$ cat src/hdl/sff_pkg.sv
// Shared types and constants for the threshold flood fill block.
// Used by the controller, the datapath and the top level; no dependencies.
package sff_pkg;

    localparam int DEF_IMAGE_WIDTH  = 64;
    localparam int DEF_IMAGE_HEIGHT = 64;
    localparam int DEF_STACK_DEPTH  = 1024;

    localparam int POS_W   = 6;
    localparam int CHAN_W  = 8;
    localparam int COUNT_W = 13;
    localparam logic [COUNT_W-1:0] COUNT_MAX     = 13'd8191;
    localparam logic [CHAN_W-1:0]  TOLERANCE_RST = 8'd60;

    typedef enum logic [1:0] {
        OP_LOAD  = 2'd0,
        OP_FILL  = 2'd1,
        OP_QUERY = 2'd2,
        OP_NONE  = 2'd3
    } op_t;

    // Controller states
    typedef enum logic [4:0] {
        ST_BOOT_CLR,
        ST_IDLE,
        ST_DISPATCH,
        ST_LOAD,
        ST_QRD,
        ST_FILL_CLR,
        ST_SEED_RD,
        ST_SEED_CK,
        ST_L_RD,
        ST_L_CK,
        ST_R_RD,
        ST_R_CK,
        ST_MARK,
        ST_PUSH,
        ST_POP,
        ST_POP_LD,
        ST_ROW,
        ST_S_RD,
        ST_S_CK,
        ST_FINISH
    } st_t;

    // Datapath commands, one per cycle
    typedef enum logic [4:0] {
        DP_NOP,
        DP_CAPTURE,
        DP_CLEAR,
        DP_LOAD,
        DP_QRD,
        DP_SEED_RD,
        DP_SEED_SET,
        DP_LRD,
        DP_LDEC,
        DP_RRD,
        DP_RINC,
        DP_MARK_INIT,
        DP_MARK,
        DP_PUSH,
        DP_POP,
        DP_POP_LD,
        DP_ROW_BELOW,
        DP_ROW_ABOVE,
        DP_SRD,
        DP_SSTEP,
        DP_SCLAIM,
        DP_FINISH
    } dp_op_t;

    typedef struct packed {
        op_t  op;
        logic seed_in;
        logic clr_last;
        logic open;
        logic lo_zero;
        logic hi_last;
        logic mark_last;
        logic sp_zero;
        logic has_below;
        logic has_above;
        logic scan_end;
    } dp_stat_t;

endpackage

$ cat src/hdl/sff_ctrl.sv
// Controller state machine for the flood fill: sequences clear, span growth,
// marking, stack push/pop and row scans. Depends on sff_pkg.
module sff_ctrl
    import sff_pkg::*;
(
    input  logic     clk,
    input  logic     rst_n,
    input  logic     start,
    input  dp_stat_t stat,
    output dp_op_t   cmd,
    output logic     busy
);

    st_t  state_reg, state_next;
    logic phase_reg, phase_next;   // 0: row below, 1: row above
    logic seed_reg, seed_next;     // current span grown from the seed

    always_ff @(posedge clk or negedge rst_n)
    begin
        if (!rst_n)
        begin
            state_reg <= ST_BOOT_CLR;
            phase_reg <= 1'b0;
            seed_reg  <= 1'b0;
        end
        else
        begin
            state_reg <= state_next;
            phase_reg <= phase_next;
            seed_reg  <= seed_next;
        end
    end

    always_comb
    begin
        state_next = state_reg;
        phase_next = phase_reg;
        seed_next  = seed_reg;
        case (state_reg)
            ST_BOOT_CLR:
                if (stat.clr_last)
                    state_next = ST_IDLE;
            ST_IDLE:
                if (start)
                    state_next = ST_DISPATCH;
            ST_DISPATCH:
                case (stat.op)
                    OP_LOAD:  state_next = ST_LOAD;
                    OP_FILL:  state_next = ST_FILL_CLR;
                    OP_QUERY: state_next = ST_QRD;
                    default:  state_next = ST_FINISH;
                endcase
            ST_LOAD:  state_next = ST_FINISH;
            ST_QRD:   state_next = ST_FINISH;
            ST_FILL_CLR:
                if (stat.clr_last)
                    state_next = ST_SEED_RD;
            ST_SEED_RD: state_next = ST_SEED_CK;
            ST_SEED_CK:
                if (stat.seed_in && stat.open)
                begin
                    state_next = ST_L_RD;
                    seed_next  = 1'b1;
                end
                else
                    state_next = ST_FINISH;
            ST_L_RD:
                state_next = stat.lo_zero ? ST_R_RD : ST_L_CK;
            ST_L_CK:
                state_next = stat.open ? ST_L_RD : ST_R_RD;
            ST_R_RD:
                state_next = stat.hi_last ? ST_MARK : ST_R_CK;
            ST_R_CK:
                state_next = stat.open ? ST_R_RD : ST_MARK;
            ST_MARK:
                if (stat.mark_last)
                    state_next = ST_PUSH;
            ST_PUSH:
                state_next = seed_reg ? ST_POP : ST_S_RD;
            ST_POP:
                state_next = stat.sp_zero ? ST_FINISH : ST_POP_LD;
            ST_POP_LD:
            begin
                state_next = ST_ROW;
                phase_next = 1'b0;
            end
            ST_ROW:
                if (!phase_reg)
                begin
                    if (stat.has_below)
                        state_next = ST_S_RD;
                    else
                        phase_next = 1'b1;
                end
                else
                    state_next = stat.has_above ? ST_S_RD : ST_POP;
            ST_S_RD:
                if (stat.scan_end)
                begin
                    if (!phase_reg)
                    begin
                        phase_next = 1'b1;
                        state_next = ST_ROW;
                    end
                    else
                        state_next = ST_POP;
                end
                else
                    state_next = ST_S_CK;
            ST_S_CK:
                if (stat.open)
                begin
                    state_next = ST_L_RD;
                    seed_next  = 1'b0;
                end
                else
                    state_next = ST_S_RD;
            ST_FINISH: state_next = ST_IDLE;
            default:   state_next = ST_IDLE;
        endcase
    end

    always_comb
    begin
        cmd  = DP_NOP;
        busy = (state_reg != ST_IDLE);
        case (state_reg)
            ST_BOOT_CLR: cmd = DP_CLEAR;
            ST_IDLE:     cmd = start ? DP_CAPTURE : DP_NOP;
            ST_LOAD:     cmd = DP_LOAD;
            ST_QRD:      cmd = DP_QRD;
            ST_FILL_CLR: cmd = DP_CLEAR;
            ST_SEED_RD:  cmd = DP_SEED_RD;
            ST_SEED_CK:  cmd = (stat.seed_in && stat.open) ? DP_SEED_SET : DP_NOP;
            ST_L_RD:     cmd = stat.lo_zero ? DP_NOP : DP_LRD;
            ST_L_CK:     cmd = stat.open ? DP_LDEC : DP_NOP;
            ST_R_RD:     cmd = stat.hi_last ? DP_MARK_INIT : DP_RRD;
            ST_R_CK:     cmd = stat.open ? DP_RINC : DP_MARK_INIT;
            ST_MARK:     cmd = DP_MARK;
            ST_PUSH:     cmd = DP_PUSH;
            ST_POP:      cmd = stat.sp_zero ? DP_NOP : DP_POP;
            ST_POP_LD:   cmd = DP_POP_LD;
            ST_ROW:
                if (!phase_reg)
                    cmd = stat.has_below ? DP_ROW_BELOW : DP_NOP;
                else
                    cmd = stat.has_above ? DP_ROW_ABOVE : DP_NOP;
            ST_S_RD:     cmd = stat.scan_end ? DP_NOP : DP_SRD;
            ST_S_CK:     cmd = stat.open ? DP_SCLAIM : DP_SSTEP;
            ST_FINISH:   cmd = DP_FINISH;
            default:     cmd = DP_NOP;
        endcase
    end

endmodule

$ cat config.mk
export PLATFORM = sky130hd
export DESIGN_NAME = sff_ctrl
export DESIGN_NICKNAME = d
export VERILOG_FILES = /design/src/hdl/sff_pkg.sv /design/src/hdl/sff_ctrl.sv
export SDC_FILE = /design/constraint.sdc
export NUM_CORES = 1
export LEC_CHECK = 0
export ABC_AREA = 1
export BUFFER_PORTS_ARGS = -buffer_cell sky130_fd_sc_hd__buf_2
export CAP_MARGIN = 20
export CORE_MARGIN = 4
export CORE_UTILIZATION = 45
export DETAILED_ROUTE_END_ITERATION = 12
export PLACE_DENSITY = 0.68
export SLEW_MARGIN = 30
export SYNTH_ARGS = -nofsm -noshare
export SYNTH_HDL_FRONTEND = slang
export SYNTH_SLANG_ARGS = --single-unit
$ cat constraint.sdc
create_clock -name clk -period 1.9 [get_ports clk]
set_clock_uncertainty 0.2 [all_clocks]
set_input_delay 0 -clock clk [delete_from_list [all_inputs] [get_ports clk]]
set_output_delay 0 -clock clk [all_outputs]
set_load 0.03 [all_outputs]
==> results of run 1 <==
## power by group through the flow
| stage | sequential (µW) | combinational (µW) | clock [µW] |
|---|---|---|---|
| floorplan | 285 | 961 | 0 |
| global route | 367 | 1860 | 149 |
| finish | 368 | 1730 | 140 |
| detailed placement | 335 | 1210 | 0 |
| CTS | 345 | 1330 | 140 |
| global placement | 331 | 1220 | 0 |
## repair_timing
action                                 in CTS  in global routing
setup endpoints to repair                   4                  6
hold buffers                                7                  0
gates resized for setup                     6                 42
pin swaps                                   1                  8
setup buffers                               8                 10
endpoints found under the hold margin      13                  0
## synthesized netlist by cell type
cell type / n / area, µm²
sky130_fd_sc_hd__nor3_1: 7 / 35.0
sky130_fd_sc_hd__nand2_2: 1 / 6.26
sky130_fd_sc_hd__nand3_1: 24 / 120
sky130_fd_sc_hd__nor3b_1: 1 / 7.51
sky130_fd_sc_hd__a21o_1: 1 / 7.51
sky130_fd_sc_hd__ha_1: 2 / 25.0
sky130_fd_sc_hd__a31oi_1: 1 / 6.26
sky130_fd_sc_hd__nor2_4: 2 / 22.5
sky130_fd_sc_hd__buf_6: 1 / 11.3
sky130_fd_sc_hd__nand2_1: 42 / 158
sky130_fd_sc_hd__o211ai_1: 1 / 7.51
sky130_fd_sc_hd__a221oi_1: 1 / 8.76
sky130_fd_sc_hd__inv_2: 11 / 41.3
sky130_fd_sc_hd__inv_1: 19 / 71.3
sky130_fd_sc_hd__o21ai_2: 1 / 8.76
sky130_fd_sc_hd__buf_2: 1 / 5.00
sky130_fd_sc_hd__nor3_2: 1 / 10.0
sky130_fd_sc_hd__nand3_2: 1 / 10.0
sky130_fd_sc_hd__o21ai_0: 2 / 10.0
sky130_fd_sc_hd__dfrtp_1: 7 / 175
sky130_fd_sc_hd__nand4_1: 6 / 37.5
sky130_fd_sc_hd__o21bai_1: 1 / 7.51
sky130_fd_sc_hd__nor4_1: 2 / 12.5
sky130_fd_sc_hd__a211oi_1: 1 / 7.51
sky130_fd_sc_hd__o21ai_1: 4 / 20.0
sky130_fd_sc_hd__nor2_2: 2 / 12.5
sky130_fd_sc_hd__a21oi_1: 7 / 35.0
sky130_fd_sc_hd__nor2_1: 28 / 105
sky130_fd_sc_hd__o221ai_1: 1 / 8.76
## final timing paths
check                                   from      endpoint  cells past startpoint
worst max-delay path            state_reg[1]        cmd[1]                      8
worst min-delay path                 stat[3]  state_reg[4]                      5
worst max register to register  state_reg[4]  state_reg[2]                      7
worst min register to register      seed_reg      seed_reg                      2
max in group asynchronous              rst_n  state_reg[0]                      3
min in group asynchronous              rst_n      seed_reg                      3
## cell families (layout without fill, tap and decap cells)
group | Yosys count | in the layout | synth area share, %
and+or+nand+nor | 117 | 117 | 54.0
buffers and inverters | 32 | 79 | 13.0
AOI/OAI and AO/OA | 21 | 21 | 12.8
DFF | 7 | 7 | 17.6
adders and majority gates | 2 | 2 | 2.52
## layout make-up
cell class	count	area, µm²	share of cell area (%)
Clock buffer	4	26.3	1.76
Inverter	30	125	8.39
Tap cell	27	33.8	2.27
Sequential cell	7	181	12.2
Multi-Input combinational cell	140	800	53.6
Timing Repair Buffer	45	325	21.8
## metal layers
layer / vias up / GRT usage (%) / wire length (µm)
li1: 680 / - / -
met1: 661 / 31.7 / 1540
met2: 123 / 43.9 / 1910
met3: 28 / 7.24 / 497
met4: 0 / 9.72 / 191
met5: - / 0 / 0
## through the flow
stage               util, %  setup TNS (ns)
global route           73.8          -0.197
finish                 73.8         -0.0696
detailed placement     55.0               0
CTS                    63.1               0
floorplan                 -               0
global placement       55.0               0
## worst max-delay path: stages (launching register included)
cell and delay [ns]:
sky130_fd_sc_hd__dfrtp_2 0.46, sky130_fd_sc_hd__inv_4 0.08, sky130_fd_sc_hd__nor2_4 0.21, sky130_fd_sc_hd__buf_4 0.15, sky130_fd_sc_hd__nand3_1 0.14, sky130_fd_sc_hd__nand2_1 0.11
sky130_fd_sc_hd__inv_1 0.06, sky130_fd_sc_hd__nand4_1 0.08, sky130_fd_sc_hd__clkbuf_4 0.19
==> results.md, run 1 <==
Run status:
- The run finished, with violations left.
- The checks that failed: setup timing.

Yosys:
- The netlist uses 29 different library cells.
- Counting flops and latches in the post-synthesis netlist gives 7.
- Synthesis handed over a netlist of 179 instances.
- The number of nets in the synthesized netlist is 196.
- The synthesized area divided by synthesized cell count is approximately 5.6 µm².
- For this run, the number of Yosys warnings is 0.
- After synthesis, flip-flops and latches occupy 17.6% of the total area.
- The cell area after synthesis is a little under 1000 µm².

Clock network:
- The clock passes through at most 2 buffers.
- The insertion delay to the later sink of the worst-skew pair is 0.26 ns.
- The tree built by TritonCTS fans out to 7 sinks.
- The cell at the root of the clock tree is sky130_fd_sc_hd__clkbuf_4.
- The number of buffers created by CTS is 3.
- After clock tree synthesis, the clock-pin slew on the worst setup and hold paths is 0.05 ns.
- TritonCTS built the clock tree.
- In this run the number of H-tree levels came out at 1.

Global routing:
- The via count of the first global-routing pass is 1283.
- The number of antenna violations at the first check in global routing is 0.
- Across every metal layer, demand over resource in global routing totals 26.2%.
- The first global-routing pass estimated 5630 µm of wire.
- The pin count of the biggest net entering global routing is 11.
- After global routing the overflow that remains totals 0.

Worst setup path:
- The element type at the critical path end is a primary output.
- The kind of critical path is flop to primary output.
- Setup slack on the worst reg-to-reg path comes out at 0.09 ns.
- The required arrival time at the worst endpoint is 1.70 ns.
- Of all nets on the critical path, the largest fanout is 7.
- The worst setup path is launched from a flop.
- Data arrives at the worst endpoint at 1.74 ns.

Finish:
- The area of all placed cells without fillers is 1490 µm².
- The number of flip-flops under the largest register name is 5.
- For this run, the number of standard cells in the final layout without fillers is 253.
- The fraction of layout instances using a drive strength above 1 is about two fifths.
- The layout filler cell count is 153.
- The count of nets after finishing is 244.
- The synthesis-to-finish area growth is 50.1%.
- The number of antenna diodes in the final layout is 0.
- Leaving out fill and tap cells, the most frequent cells in the layout are sky130_fd_sc_hd__nand2_1, sky130_fd_sc_hd__nand3_1, sky130_fd_sc_hd__nor2_1.
- The library cell used most frequently in the layout, excluding fill and tap cells, is sky130_fd_sc_hd__nand2_1.

Pwr:
- Internal power comes to around 970 µW.
- In this run switching power makes up a little under three fifths of total power.
- Power comes to 2240 µW.
- Across the VDD grid, the largest voltage drop is 1.20 mV.
- The power density relative to cell area is 1500 nW/µm².
- The relative contribution of the clock network to total power is 6.3%.
- In this run the static leakage power is around 0.0008 µW.
- The share of total power dissipated in sequential elements is 16.4%.
- Combinational cells account for 77.3% of the total power.
- The analysis attributes to net switching a power of 1270 µW.

Place:
- Detailed placement ended at an HPWL of 2710 µm.
- The count of input and output buffers is 20.
- The congestion estimate from routability-driven global placement came to 1.07.
- After detailed placement, the total cell area comes to 1110 µm².
- The worst setup timing slack at the placement stage is 0.0901 ns.
- Including well taps, the total number of placed cells is between 200 and 250.

Timing:
- The setup violation total in the final timing report is 2.
- The achievable clock frequency is 514 MHz.
- The number of slew-limit violations in the final report is 0.
- The transition at the pin with the smallest max-transition slack is 0.379 ns.
- The ratio of final minimum period to clock period is 102%.
- The number of failing hold endpoints at the final stage is 0.
- In the post-route analysis, the smallest setup slack over all paths is -0.0450 ns.
- Setup repair after global routing could not meet its margin everywhere.
- Final hold analysis gives a worst-case slack of between 0.03 and 0.04 ns.
- The max-slew headroom at the worst pin is 74.6%.
- Subtracting the final worst setup slack from the clock period gives ~1.9 ns.

Die:
- The number of top-level design ports is 21.
- The placeable core area is 2020 µm².
- The die is 55.0 µm tall.
- Once the floorplan was initialized, standard cells occupied about half of the core.
- The floorplan die area is 3020 µm².
- The number of rows created at floorplan is 16.
- The die span in x is 55.0 µm.

Detailed routing:
- The detailed-router iteration count before antenna repair is 5.
- The number of antenna-violating nets in the routed design is 0.
- In the routed design, unresolved DRC markers number 0.
- The detailed-route via count is 1492.
- Dividing the detail-routed wire length by the instance count gives 16.4 µm.
- The detailed router finished its first iteration with 137 violations.
- The routed via count divided by cell count is 5.90.
- The wire length after detailed routing is 4140 µm.

Run:
- The max-cap check violation count is 0.

Worst hold path:
- The path class of the tightest hold or removal check is input port to flop.
Power figures use the tool's default switching activity.
==> run 2, diff against run 1 <==
--- a/config.mk
+++ b/config.mk
@@ -9,9 +9,10 @@
 export BUFFER_PORTS_ARGS = -buffer_cell sky130_fd_sc_hd__buf_2
 export CAP_MARGIN = 20
 export CORE_MARGIN = 4
-export CORE_UTILIZATION = 45
+export CORE_UTILIZATION = 50
+export CTS_CLUSTER_SIZE = 24
 export DETAILED_ROUTE_END_ITERATION = 12
-export PLACE_DENSITY = 0.68
+export PLACE_DENSITY = 0.74
 export SLEW_MARGIN = 30
 export SYNTH_ARGS = -nofsm -noshare
 export SYNTH_HDL_FRONTEND = slang
==> run 2 against run 1 <==
- the run still ends with setup timing left
- clock power grew 8%
- die area shrank 8.6%
- global-route usage grew 4.1 points
- sequential power shrank 11%
- design area shrank 3.8%
- core utilization grew 5.9 points
- largest cell class unchanged
==> results.md, run 2 (synthesis gave the netlist of run 1 again) <==
Clock network:
- TritonCTS built the clock tree.
- The number of H-tree branching levels came to 1 (unchanged).
- The number of buffers created by CTS came to 3 (unchanged).
- The insertion delay to the later sink of the worst-skew pair is 0.27 ns (about the same).
- The cell at the root of the clock tree is sky130_fd_sc_hd__clkbuf_4.
- The clock net sink count was 7 (unchanged).
- The clock-pin slew on the worst setup and hold paths is 0.06 ns (about the same).
- The maximum buffer depth of the clock tree was 2 (unchanged).

Pwr:
- The leakage component of the power came to 0.000789 µW (-1.5%).
- The power density relative to cell area is 1520 nW/µm² (+1.6%).
- The maximum resistive drop on vdd was 1.05 mV (-12%).

Worst hold path:
- The min-delay analysis places its worst path in the category input port to flop.
- The path with the worst hold slack has its endpoint at state_reg[1].
- The cell depth of the worst min-delay path is 6 (+1).
- The worst min-delay path startpoint is stat[6].

Timing:
- The number of slew-limit violations in the final report is 0 (unchanged).
- The ratio of final minimum period to clock period is 103% (+0.82 points).
- The number of failing hold endpoints at the final stage was 0 (unchanged).
- The achievable clock frequency was 510 MHz (-0.79%).
- Setup repair after global routing could not meet its margin everywhere.
- The transition at the pin with the smallest max-transition slack is 0.423 ns (+0.0443 ns).
- The least setup slack across all paths after layout is -0.0605 ns (-0.0155 ns).
- The setup violation total in the final timing report is 3 (+1).
- The max-slew headroom at the worst pin is 71.7% (-3.0 points).
- The final critical delay including setup and external delays is 1.96 ns (+0.0155 ns).

Global routing:
- The first-pass GRT wire length is 6010 µm (+6.7%).
- The overflow left after global routing is 0 (unchanged).
- The via count of the first global-routing pass is 1378 (+7.4%).
- The number of antenna violations at the first check in global routing is 0 (unchanged).
- The total routing usage reported by global routing is 30.3% (+4.1 points).
- The pin count of the biggest net entering global routing is 20 (+9).

Worst setup path:
- The length in cells of the worst reg-to-reg path came to 11 (+4).
- The arrival time of data at the critical path endpoint is 1.76 ns (+0.02 ns).
- The register-to-register path setup slack is 0.03 ns (-0.06 ns).
- The worst setup path is captured at a primary output.
- By startpoint and endpoint, the worst setup path is classified as flop to primary output.
- The startpoint identified for the worst register-to-register timing path is state_reg[1].
- The maximum fanout along the worst path is 6 (-1).
- STA classifies the critical path startpoint as a flop.
- The worst register-to-register path ends at state_reg[0].
- The required arrival time at the worst endpoint is 1.70 ns (about the same).

Finish:
- The synthesis-to-finish area growth is 44.5%.
- The fraction of layout instances using a drive strength above 1 is 31.1% (-7.4 points).
- The most common cell after layout, fill and taps aside is sky130_fd_sc_hd__nand2_1.
- The utilization after layout came to 79.7% (+5.9 points).
- The number of flip-flops under the largest register name is 5 (unchanged).
- The top cell types in the final layout, fill and taps aside, are sky130_fd_sc_hd__nand2_1, sky130_fd_sc_hd__nor2_1, sky130_fd_sc_hd__nand3_1.
- The layout filler cell count is 140 (-8.5%).
- The count of nets after finishing is 243 (-0.41%).
- The number of antenna cells inserted is 0 (unchanged).

Die:
- The chip height was 52.6 µm (-4.4%).
- The number of top-level design ports came to 21 (unchanged).
- The number of rows created at floorplan is 15 (-1).
- The initial core utilization is 55.1% (+6.0 points).
- The die span in x was 52.6 µm (-4.4%).
- The floorplan die area is 2760 µm² (-8.6%).
- The placeable core area is 1800 µm² (-11%).

Run status:
- The final reports fail on setup timing.
- The flow ran to the end, but the final reports show violations.

Detailed routing:
- The post-route DRC violation count is 0 (unchanged).
- The detailed-route via count is 1519 (+1.8%).
- The per-cell routed wire length is 16.6 µm (+1.3%).
- The wire length after detailed routing is 4140 µm (about the same).
- The DRC violation total after the first TritonRoute iteration is 194 (+42%).
- The detailed-router iteration count before antenna repair was 5 (unchanged).
- The number of antenna-violating nets in the routed design was 0 (unchanged).
- The routed via count divided by cell count is 6.08 (+3.0%).

Place:
- The detailed-placement wirelength estimate is 2770 µm (+2.3%).
- The count of input and output buffers was 20 (unchanged).
- The weighted congestion at the end of routability-driven global placement is 1.17 (+9.9%).
- The worst setup timing slack at the placement stage is 0.123 ns (+0.0329 ns).

Run:
- The max-cap check violation count was 0 (unchanged).
-- run 2: cell types whose count changed in the layout (fill, tap and decap cells not counted), moves of 3 or more --
cell | before | now
sky130_fd_sc_hd__buf_4 | 19 | 16
sky130_fd_sc_hd__inv_2 | 6 | 10
sky130_fd_sc_hd__inv_4 | 5 | 1
sky130_fd_sc_hd__nand2_1 | 34 | 41
sky130_fd_sc_hd__nand2_2 | 8 | 1
sky130_fd_sc_hd__nor2_1 | 21 | 24
-- run 2: worst max-delay path by stage --
stage                       from      endpoint  cells past startpoint
floorplan           state_reg[3]  state_reg[0]                      8
global placement    state_reg[4]        cmd[0]                      8
detailed placement  state_reg[3]        cmd[0]                      8
CTS                 state_reg[0]        cmd[0]                      8
global route        state_reg[0]        cmd[0]                      8
finish              state_reg[0]        cmd[0]                      8
-- run 2: routing by layer --
metal / global-route usage, % / wire length [µm]
met1: 34.7 / 1410
met2: 51.4 / 1940
met3: 8.83 / 571
met4: 13.2 / 212
met5: 0 / 0
-- run 2: cell type report --
| type | instances | area [µm²] | area share [%] |
|---|---|---|---|
| sequential | 7 | 179 | 12.5 |
| timing repair buffer | 44 | 324 | 22.6 |
| clock buffer | 4 | 26.3 | 1.83 |
| inverter | 30 | 115 | 8.02 |
| multi-input combinational | 140 | 759 | 52.9 |
| tap | 25 | 31.3 | 2.18 |
-- run 2: repair_timing --
item,CTS,global route
pin swaps,3,5
hold endpoints to repair,14,0
gates resized for setup,11,16
buffers inserted,11,2
hold buffers,9,0
cloned,0,0
setup endpoints to repair,4,5
-- run 2: power breakdown --
group	switching, µW	internal [µW]
clock network	69.7	81.1
logic	1080	627
registers	108	219
total	1260	927
-- run 2: critical path, stage by stage, from the launching register on --
cell and delay, ns:
sky130_fd_sc_hd__dfrtp_2 0.45, sky130_fd_sc_hd__buf_6 0.13, sky130_fd_sc_hd__nor2_4 0.20, sky130_fd_sc_hd__buf_4 0.18, sky130_fd_sc_hd__nand3_2 0.13, sky130_fd_sc_hd__nand2_1 0.09
sky130_fd_sc_hd__inv_1 0.05, sky130_fd_sc_hd__nand3_1 0.09, sky130_fd_sc_hd__buf_4 0.16
-- run 2: per-stage QoR --
| step | cells | hold WS (ns) | TNS (ns) | instance area [µm²] | total power (µW) |
|---|---|---|---|---|---|
| floorplan | 179 | -0.496 | 0 | 993 | 1250 |
| global placement | 224 | -0.358 | 0 | 1120 | 1590 |
| detailed placement | 224 | -0.355 | 0 | 1120 | 1590 |
| CTS | 248 | 0.0268 | 0 | 1360 | 1960 |
| global route | 250 | 0.0867 | -0.478 | 1440 | 2310 |
| finish | 250 | 0.0344 | -0.152 | 1440 | 2190 |
==> run 3, diff against run 2 <==
--- a/config.mk
+++ b/config.mk
@@ -5,14 +5,13 @@
 export SDC_FILE = /design/constraint.sdc
 export NUM_CORES = 1
 export LEC_CHECK = 0
-export ABC_AREA = 1
 export BUFFER_PORTS_ARGS = -buffer_cell sky130_fd_sc_hd__buf_2
 export CAP_MARGIN = 20
 export CORE_MARGIN = 4
 export CORE_UTILIZATION = 50
 export CTS_CLUSTER_SIZE = 24
 export DETAILED_ROUTE_END_ITERATION = 12
-export PLACE_DENSITY = 0.74
+export PLACE_DENSITY = 0.73
 export SLEW_MARGIN = 30
 export SYNTH_ARGS = -nofsm -noshare
 export SYNTH_HDL_FRONTEND = slang
==> run 3 against run 2 <==
- the run still ends with setup timing left
- register-to-register slack got worse by 0.10 ns
- hold slack improved by 0.0049 ns
- critical endpoint unchanged
- fmax down 4.4%
- non-clock buffer count up 17
- largest power group unchanged
==> results.md, run 3 <==
Finish:
- The synthesis-to-finish area growth is 47.6%.
- The library cells used most frequently in the layout, excluding fill and tap cells, are sky130_fd_sc_hd__buf_4, sky130_fd_sc_hd__buf_2, sky130_fd_sc_hd__nor2_1.
- The number of antenna cells inserted was 0 (unchanged).
- The fraction of layout instances using a drive strength above 1 is 42.1% (+11 points).
- The number of flip-flops under the largest register name came to 5 (unchanged).
- The library cell used most frequently in the layout, excluding fill and tap cells, is sky130_fd_sc_hd__buf_4.
- The area of all placed cells without fillers is 1600 µm² (+11%).
- The count of nets after finishing is 220 (-9.5%).
- The final standard cell count with taps included and fillers excluded came to 229 (-8.4%).

Detailed routing:
- The detailed-route via count is 1519 (unchanged).
- The wire length after detailed routing is 4420 µm (+6.8%).
- The detailed-router iteration count before antenna repair is 5 (unchanged).
- The routed via count divided by cell count was 6.63 (+9.2%).
- The number of antenna-violating nets in the routed design was 0 (unchanged).
- The post-route DRC violation count is 0 (unchanged).
- The per-cell routed wire length came to 19.3 µm (+17%).
- The DRC violation total after the first TritonRoute iteration is 137 (-29%).

Timing:
- The final critical delay including setup and external delays is 2.05 ns (+0.0905 ns).
- The ratio of final minimum period to clock period is 108% (+4.8 points).
- Setup repair after global routing could not meet its margin everywhere.
- The transition at the pin with the smallest max-transition slack was 0.372 ns (-0.0512 ns).
- The achievable clock frequency is 488 MHz (-4.4%).
- The least setup slack across all paths after layout is -0.151 ns (-0.0905 ns).
- The setup violation total in the final timing report is 6 (+3).
- The number of slew-limit violations in the final report is 0 (unchanged).
- The max-slew headroom at the worst pin is 75.1% (+3.4 points).
- The number of failing hold endpoints at the final stage is 0 (unchanged).
- The worst hold margin is 0.0393 ns (+0.00487 ns).

Worst hold path:
- The worst hold path terminates at state_reg[4].
- In this run the worst hold path is classified as input port to flop.
- The startpoint identified for the worst hold timing path is stat[9].
- The cell depth of the worst min-delay path came to 5 (-1).

Worst setup path:
- The kind of critical path is flop to primary output.
- The arrival time of data at the critical path endpoint is 1.85 ns (+0.09 ns).
- The buffers plus inverters on the worst setup path is 2 (-2).
- The sort of element at the start of the critical path is a flop.
- For this design, the slowest cell found on the critical path is sky130_fd_sc_hd__dfrtp_2.
- The cell family contributing the most delay on the critical path is simple AND/OR/NAND/NOR gates.
- Traced cell by cell, the critical path runs through buf_4 -> nor2_1 -> nand3_1 -> o211ai_1 -> or3_1 -> buf_6.
- The maximum fanout along the worst path is 7 (+1).
- The length in cells of the worst reg-to-reg path is 6 (-5).
- The register-to-register path setup slack is -0.07 ns (-0.10 ns).
- In this run the critical register-to-register path is launched from state_reg[1].
- The required arrival time at the worst endpoint came to 1.70 ns (about the same).
- The capturing point of the worst reg2reg path is state_reg[0].
- The element type at the critical path end is a primary output.
- The stage delay of the slowest cell on the critical path is 0.47 ns (+0.02 ns).

Clock network:
- The maximum buffer depth of the clock tree is 2 (unchanged).
- The clock-pin slew on the worst setup and hold paths came to 0.06 ns (about the same).
- In this run the clock root is driven by a sky130_fd_sc_hd__clkbuf_4.
- TritonCTS built the clock tree.
- The insertion delay to the later sink of the worst-skew pair is 0.26 ns (about the same).
- The clock net sink count was 7 (unchanged).
- The number of H-tree branching levels came to 1 (unchanged).
- The number of buffers created by CTS is 3 (unchanged).

Run:
- The max-cap check violation count came to 0 (unchanged).

Die:
- The floorplan die area is 2970 µm² (+7.6%).
- The die span in x came to 54.5 µm (+3.7%).
- The number of rows created at floorplan is 16 (+1).
- The chip height is 54.5 µm (+3.7%).
- The placeable core area is 2000 µm² (+11%).
- The initial core utilization is 54.1% (-1.1 points).
- The number of top-level design ports is 21 (unchanged).

Pwr:
- The power density relative to cell area is 1560 nW/µm² (+2.4%).
- The cell-internal power is 1230 µW (+33%).
- The switching fraction of total power is 50.6% (-7.0 points).
- The net switching power of the design is 1260 µW (+0.11%).
- The leakage component of the power is 0.000727 µW (-7.9%).
- The total power after layout was 2490 µW (+14%).
- The sequential share of power is 12.9% (-2.0 points).
- The relative contribution of the clock network to total power came to 5.8% (-1.1 points).
- The logic gate share of total power was 81.2% (+3.0 points).
- The maximum resistive drop on vdd was 1.05 mV (-0.48%).

Yosys:
- The number of synthesized flops with an enable pin is 0 (unchanged).
- In the synthesized netlist the dominant register cell turns out to be sky130_fd_sc_hd__dfrtp_1.
- The synthesized area divided by synthesized cell count came to 7.17 µm² (+29%).
- The dominant cell by count in the synthesized netlist is sky130_fd_sc_hd__nor2_1.
- The post-synthesis instance total was 151 (-16%).
- The area share of the leading cell type in the synthesized netlist is 16.2% (-1.4 points).
- sky130_fd_sc_hd__dfrtp_1 takes more of the synthesized area than any other cell.
- The cell area after synthesis is 1080 µm² (+8.9%).
- The post-synthesis sequential element count is 7 (unchanged).
- The commonest cells after synthesis are sky130_fd_sc_hd__nor2_1, sky130_fd_sc_hd__a21oi_1, sky130_fd_sc_hd__nand2_1.
- Yosys attributes the largest share of cell area to sky130_fd_sc_hd__dfrtp_1, sky130_fd_sc_hd__nor2_1, sky130_fd_sc_hd__a21oi_1, sky130_fd_sc_hd__buf_4, sky130_fd_sc_hd__nand2_1.
- The synthesized netlist net count is 168 (-14%).
- The sequential cell area fraction in the yosys report was 16.2% (-1.4 points).
- The count of unique library cells instantiated by Yosys is 54 (+86%).
- The share of synthesized registers carrying an async set or reset is 100% (unchanged).
- The Yosys warning count is 0 (unchanged).

Global routing:
- The via count of the first global-routing pass is 1389 (+0.80%).
- The overflow left after global routing was 0 (unchanged).
- The pin count of the biggest net entering global routing was 14 (-30%).
- The first-pass GRT wire length is 6410 µm (+6.7%).
- The number of antenna violations at the first check in global routing is 0 (unchanged).
- The total routing usage reported by global routing came to 30.4% (+0.12 points).

Run status:
- The flow ran to the end, but the final reports show violations.
- The checks that failed: setup timing.

Place:
- The count of input and output buffers is 20 (unchanged).
- The total instance count after detailed placement is 207 (-7.6%).
- The detailed-placement wirelength estimate is 2660 µm (-3.8%).
- The weighted congestion at the end of routability-driven global placement was 0.929 (-21%).
- The post-placement cell area is 1290 µm² (+15%).
-- run 3: cell types whose count changed after synthesis, moves of 6 or more --
cell,delta
sky130_fd_sc_hd__nand2_1,-31
sky130_fd_sc_hd__nand3_1,-19
sky130_fd_sc_hd__inv_1,-12
sky130_fd_sc_hd__nor2_1,-12
sky130_fd_sc_hd__inv_2,-11
sky130_fd_sc_hd__buf_4,+6
sky130_fd_sc_hd__nand2b_1,+6
-- run 3: logic make-up after synthesis --
logic type                 after synthesis  synth area share, %
muxes                                    1                0.925
AOI/OAI and AO/OA                       49                 31.8
buffers and inverters                   21                 11.1
adders and majority gates                2                 2.31
DFF                                      7                 16.2
and+or+nand+nor                         69                 36.1
xor gates and xnor gates                 2                 1.62
-- run 3: what timing repair did --
item                                    CTS  global route
endpoints found under the setup margin    7             8
hold buffers                              5             0
buffers inserted                         13             1
endpoints found under the hold margin    12             0
gates resized for setup                  21            21
pin swaps                                 5             8
-- run 3: worst min-delay path, delay by kind of cell --
kind	cells	cell delay (ns)
buffers and inverters	1	0.10
AND/OR/NAND/NOR	2	0.21
AO/OA/AOI/OAI	2	0.15
-- run 3: layout make-up --
class / instances / area [µm²]
multi-input cells: 123 / 866
repair buffers: 61 / 464
fillers: 132 / 404
flip-flops and latches: 7 / 181
well taps: 27 / 33.8
clock buffers: 4 / 26.3
inverters: 7 / 26.3
-- run 3: worst max-delay path by stage --
stage / start / end / slack (ns) / cells past startpoint
2_1_floorplan: state_reg[0] / cmd[3] / 0.07 / 7
3_3_place_gp: state_reg[3] / cmd[0] / -0.001 / 6
3_5_place_dp: state_reg[3] / cmd[0] / -0.02 / 6
4_1_cts: state_reg[0] / cmd[0] / -0.03 / 6
5_1_grt: state_reg[0] / cmd[0] / -0.16 / 6
6_report: state_reg[2] / cmd[0] / -0.15 / 6
-- run 3: layer usage --
layer	track usage, %	up-vias	share of wire (%)
met5	0	-	0
met2	52.8	134	45
met3	4.09	37	11
met4	14.1	0	5.6
li1	-	665	-
met1	36.7	683	38
-- run 3: power groups by stage --
| stage | clock, µW | combinational (µW) | sequential [µW] |
|---|---|---|---|
| 6_report | 145 | 2030 | 322 |
| 5_1_grt | 158 | 2130 | 326 |
| 3_3_place_gp | 0 | 1470 | 328 |
| 2_1_floorplan | 0 | 1160 | 244 |
| 4_1_cts | 146 | 1830 | 296 |
| 3_5_place_dp | 0 | 1490 | 332 |
-- run 3: per-stage QoR --
stage / utilization (%) / setup WS, ns / TNS (ns)
global route: 79.8 / -0.157 / -0.591
global placement: 64.7 / -0.000962 / -0.000962
detailed placement: 64.7 / -0.0188 / -0.0433
finish: 79.8 / -0.151 / -0.354
CTS: 76.3 / -0.0319 / -0.0680
floorplan: - / 0.0685 / 0
